## src/design/assert_macros.svh

```systemverilog
// Assertion macros used by the top-level design file.
`ifndef ASSERT_MACROS_SVH
`define ASSERT_MACROS_SVH

// Same-cycle implication, checked on every rising clock edge outside reset.
`define ASSERT_IMPL(lbl, ante, cons, msg) \
	lbl: assert property (@(posedge clk) disable iff (!arst_n) (ante) |-> (cons)) \
		else $error(msg);

// Next-cycle implication, checked on every rising clock edge outside reset.
`define ASSERT_NEXT(lbl, ante, cons, msg) \
	lbl: assert property (@(posedge clk) disable iff (!arst_n) (ante) |=> (cons)) \
		else $error(msg);

`endif

```

## src/design/jets_pkg.sv

```systemverilog
// Types and constants of the Julia escape-time shader.
package jets_pkg;

	localparam int IN_W       = 31;
	localparam int C_W        = 32;
	localparam int MAXIT_W    = 16;
	localparam int ESC_W      = 17;
	localparam int SHADE_W    = 8;
	localparam int S_DATA_W   = 64;
	localparam int M_DATA_W   = 32;
	localparam int CFG_IDX_W  = 2;
	localparam int QUOT_W     = 9;
	localparam int DIV_STEP_W = $clog2(QUOT_W);

	localparam logic [QUOT_W-1:0] SHADE_MAX = 9'd255;

	localparam logic signed [C_W-1:0]   C_REAL_RST   = -32'sd214748365;
	localparam logic signed [C_W-1:0]   C_IMAG_RST   = 32'sd41875931;
	localparam logic [MAXIT_W-1:0]      MAX_ITER_RST = 16'd100;

	typedef enum logic [CFG_IDX_W-1:0] {
		REG_C_REAL   = 2'd0,
		REG_C_IMAG   = 2'd1,
		REG_MAX_ITER = 2'd2
	} cfg_reg_t;

	typedef enum logic [2:0] {
		ST_IDLE,
		ST_MUL,
		ST_UPD,
		ST_DIV_INIT,
		ST_DIV_RUN,
		ST_FIN
	} state_t;

	typedef struct packed {
		logic load;
		logic mul;
		logic upd;
		logic div_start;
		logic div_step;
		logic out_load;
	} dp_cmd_t;

	typedef struct packed {
		logic iter_done;
		logic div_last;
		logic out_free;
	} dp_status_t;

endpackage

```

## src/design/jets_ctrl.sv

```systemverilog
// Controller state machine sequencing iterations, shade division and result output.
module jets_ctrl (
	input  logic                 clk,
	input  logic                 arst_n,
	input  logic                 s_valid,
	output logic                 s_ready,
	input  jets_pkg::dp_status_t status,
	output jets_pkg::dp_cmd_t    cmd
);

	jets_pkg::state_t state_q;
	jets_pkg::state_t state_d;

	always_ff @(posedge clk or negedge arst_n) begin
		if (!arst_n) begin
			state_q <= jets_pkg::ST_IDLE;
		end else begin
			state_q <= state_d;
		end
	end

	always_comb begin
		state_d = state_q;
		cmd     = '0;
		s_ready = 1'b0;
		case (state_q)
			jets_pkg::ST_IDLE: begin
				s_ready = 1'b1;
				if (s_valid) begin
					cmd.load = 1'b1;
					state_d  = jets_pkg::ST_MUL;
				end
			end
			jets_pkg::ST_MUL: begin
				cmd.mul = 1'b1;
				state_d = jets_pkg::ST_UPD;
			end
			jets_pkg::ST_UPD: begin
				cmd.upd = 1'b1;
				if (status.iter_done) begin
					state_d = jets_pkg::ST_DIV_INIT;
				end else begin
					state_d = jets_pkg::ST_MUL;
				end
			end
			jets_pkg::ST_DIV_INIT: begin
				cmd.div_start = 1'b1;
				state_d       = jets_pkg::ST_DIV_RUN;
			end
			jets_pkg::ST_DIV_RUN: begin
				cmd.div_step = 1'b1;
				if (status.div_last) begin
					state_d = jets_pkg::ST_FIN;
				end
			end
			jets_pkg::ST_FIN: begin
				if (status.out_free) begin
					cmd.out_load = 1'b1;
					state_d      = jets_pkg::ST_IDLE;
				end
			end
			default: begin
				state_d = jets_pkg::ST_IDLE;
			end
		endcase
	end

endmodule

```

## config.mk

```make
export PLATFORM = sky130hd
export DESIGN_NAME = jets_ctrl
export DESIGN_NICKNAME = d
export VERILOG_FILES = /design/src/design/assert_macros.svh /design/src/design/jets_pkg.sv /design/src/design/jets_ctrl.sv
export SDC_FILE = /design/constraint.sdc
export NUM_CORES = 1
export LEC_CHECK = 0
export ABC_AREA = 0
export BUFFER_PORTS_ARGS = -buffer_cell sky130_fd_sc_hd__buf_4
export CELL_PAD_IN_SITES_DETAIL_PLACEMENT = 0
export CELL_PAD_IN_SITES_GLOBAL_PLACEMENT = 1
export CORE_AREA = 2 2 39 41
export DETAILED_ROUTE_END_ITERATION = 7
export DIE_AREA = 0 0 41 43
export PLACE_DENSITY_LB_ADDON = 0.1
export SKIP_CTS_REPAIR_TIMING = 1
export SYNTH_ARGS = -nofsm -noshare
export SYNTH_HDL_FRONTEND = slang
export SYNTH_SLANG_ARGS = --single-unit
```

## constraint.sdc

```tcl
create_clock -name clk -period 1.6 [get_ports clk]
set_input_delay 0.08 -clock clk [delete_from_list [all_inputs] [get_ports clk]]
set_output_delay 0.08 -clock clk [all_outputs]
set_load 0.02 [all_outputs]
```

Word-level counts from Yosys, hierarchy flattened
Cells that the tools add are included.

storage, ports and cells
  flip-flop bits (word level) = 3
  input bits = 6
  output and inout port bits = 7
  logic and storage cells = 25

operators by class
  equal/unequal tests = 8
  multiplexer cells = 14
  reduce and logical (&&, ||, !) cells = 2

operators with widths
  operator                                                         count
  3-bit case mux with 6 select lines                               1
  1-bit two-way mux                                                9
  3-bit two-way mux                                                3
  3-bit by 2-bit == test with 1-bit output, second input constant  2
  3-bit == test, second input constant                             2
  2-bit inequality test, second input constant                     3
  3-bit by 1-bit == test with 1-bit output, second input constant  1
  3-bit logical NOT                                                1
  3-bit AND reduction                                              1
  2-bit two-way mux                                                1

Depth between registers and ports, before layout
  word-level depth = 3
  depth in mapped cells = 4
  mapped depth without buffers = 3

Least setup slack after synthesis
Ideal clock, no wire load.

  kind = reg-to-output
  start point = register state_q[0]
  end point = output port cmd[5] (netlist bit)
  data arrival time = 1,353 ps
  data required time = 1,520 ps
  path slack = 167 ps
  cell stages (with the launch flop) = 4
  buffers on the path = 1
  path through = dfrtp_1 buf_6 nor3_1 and2_1

RTL lines
  item                    RTL line         text
  start, declared         jets_ctrl.sv:11  jets_pkg::state_t state_q;
  start signal, assigned  jets_ctrl.sv:16  state_q <= jets_pkg::ST_IDLE;
  start signal, assigned  jets_ctrl.sv:18  state_q <= state_d;
  end, declared           jets_ctrl.sv:8   output jets_pkg::dp_cmd_t cmd

==> run metrics <==
clk_lat worst skew=between 200 and 250 ps; PwrDens=2050 nW/um2; Final Hold Fails=0; Layout Area Growth over Synthesis=63.0%; syn nets=29; Final Max Slew Viols=0; max reg flops=3; Tot Pwr=0.677 mW; placed insts=49; crit start category=flip-flop; post-synth top area share=37.0%; Buf/Inv on CP=1; clock transition at the registers of the reported paths=roughly 40 ps; Final Cycle Share=85.2%; setup repair after global routing missed its margin=no; initial antenna violation count=0; Slew headroom=roughly four fifths; DPL Wire Length=between 300 and 400 um; leakage=around 0.16 nW; setup_tns=0 ps; port bufs=12; Syn Inst Count=23; Hold Crit Class=in2reg; slowest CP cell=dfrtp_1; status=completed; Vias/cell=3.76; Reg2Reg Launch Point=state_q[0]; YS warnings=0; Worst-Margin Slew=~300 ps; minimum clock period=between 1000 and 1500 ps; biggest regs=state_q: 3 flops; dpl cell area=294 um2; pre-CTS WS=485 ps; Starting DRT DRC Count=6; total track usage=8.65%; setup ws final=roughly 240 ps; DRC viols=0; ant diodes=0; WHS Path Cells=3; total routed wirelength=between 500 and 600 um; die area=about 1800 um2; Finished Layout Cells=54; vias in the first global route=slightly below 200; Clock Tree Buf Depth=2; H-tree levels=1; critical path type=reg2out; fin area=330 um2; Avg Cell Area, Syn=slightly below 9 um2; Starting Density=14.6%; setup violators final=0; remaining antenna violation count=0; Die Y=about 43 um; FF-to-FF path depth=2; end of the worst register-to-register path=state_q[2]; Req. time, crit path=1520 ps; post-synth cell types=16; Top reg by flops=state_q; Synth area leaders=dfrtp_1 37%, nor3b_1 7.4%, nand2b_1 6.2%, buf_6 5.6%, nor2_1 5.6%; critical path's top delay family=flip-flops; area of the core=1380 um2; Fmax=~730 MHz; share of cells above drive strength 1=approximately 39%; maximum VDD drop=514 uV; Remaining Overflow, GRT=0; R2R Setup Slk=roughly 550 ps; Yosys reg bits=3; Initial DRT Pass Iterations=3; Synth area leader=dfrtp_1; Worst Path Max Fanout=9; boundary pin count=13; largest net degree at the start of global routing=10; CTS tree=done; WP data arrival=around 1300 ps; Die Span X=41 um; skew final=roughly 0.18 ps; FP Rows=14; clock sinks=3; per-cell routed wire length=between 9 and 10 um; GPL Wtd Cong=0.654; Max Cap Viol=0; first-pass GRT wire length=938 um; vias=203; Levels on crit path=3; Worst Setup EP=cmd[5]; Setup crit start=state_q[0]; Slowest Stage Delay on Critical Path=470 ps; crit end category=output port; sequential area share after synthesis=37.0%; CP cell instances=nor3_1 -> and2_1 -> buf_4; Num CTS Buffers=3; root buffer cell=clkbuf_4; Final nets=between 40 and 50; mapped cell area=203 um2
[worst reg2reg max path: stages (launching register included)]
cell,delay [ps]
dfrtp_1,470
and3b_1,240
or2_1,220
[how the worst min path moves through the flow]
| stage | startpoint | end | slack [ps] |
|---|---|---|---|
| after floorplan | arst_n | state_q[0] | -220 |
| after CTS | arst_n | state_q[0] | -380 |
| after global placement | arst_n | state_q[0] | -130 |
| after detailed placement | arst_n | state_q[0] | -130 |
| final | status[2] | state_q[1] | 130 |
| after global routing | status[2] | state_q[1] | 140 |
[placed cells by master, fill, tap and decap left out]
cell	instances
o32ai_1	1
nor2_1	3
inv_1	1
and3b_1	1
clkbuf_4	3
nand3b_1	1
dfrtp_1	3
mux2i_1	1
nand2b_1	2
dlygate4sd3_1	1
nor3b_1	2
nor3_1	1
buf_4	12
a21oi_1	2
or2_1	1
nand2_1	1
clkbuf_1	1
and2_1	1
[final cells by class]
| type | instances | area, um2 |
|---|---|---|
| tap | 16 | 20.0 |
| fill | 158 | 1050 |
| inverter | 1 | 3.75 |
| timing repair buffer | 13 | 100 |
| multi-input combinational | 17 | 105 |
| clock buffer | 4 | 26.3 |
| sequential | 3 | 75.1 |
[metal layers]
layer / vias up / track usage (%) / routed length, um
met1: 83 / 11.7 / 263
met4: 0 / 2.00 / 0
met3: 0 / 7.85 / 55
met2: 11 / 10.0 / 217
li1: 109 / - / -
met5: - / 0 / 0
[power by group]
part,switching [mW],internal [mW]
Clock,0.0409,0.0936
Combinational,0.176,0.173
Sequential,0.0808,0.112
[per-stage QoR]
step           util [%]  hold slack (ps)
2_1_floorplan         -             -216
3_3_place_gp       21.2             -131
3_5_place_dp       21.2             -129
4_1_cts            23.1             -384
5_1_grt            23.9              140
6_report           23.9              125
[synthesized netlist by cell type]
master / n
a21oi_1: 2
and2_1: 1
and3b_1: 1
buf_4: 1
buf_6: 1
dfrtp_1: 3
inv_1: 1
mux2i_1: 1
nand2_1: 1
nand2b_1: 2
nand3b_1: 1
nor2_1: 3
nor3_1: 1
nor3b_1: 2
o32ai_1: 1
or2_1: 1
[cells by family after synthesis]
| family | after synthesis | synth area share (%) |
|---|---|---|
| flops | 3 | 37.0 |
| buf+inv | 3 | 11.1 |
| mux | 1 | 4.94 |
| simple gates | 13 | 37.7 |
| compound gates | 3 | 9.26 |
No activity file was read; power rests on OpenSTA's default activity.
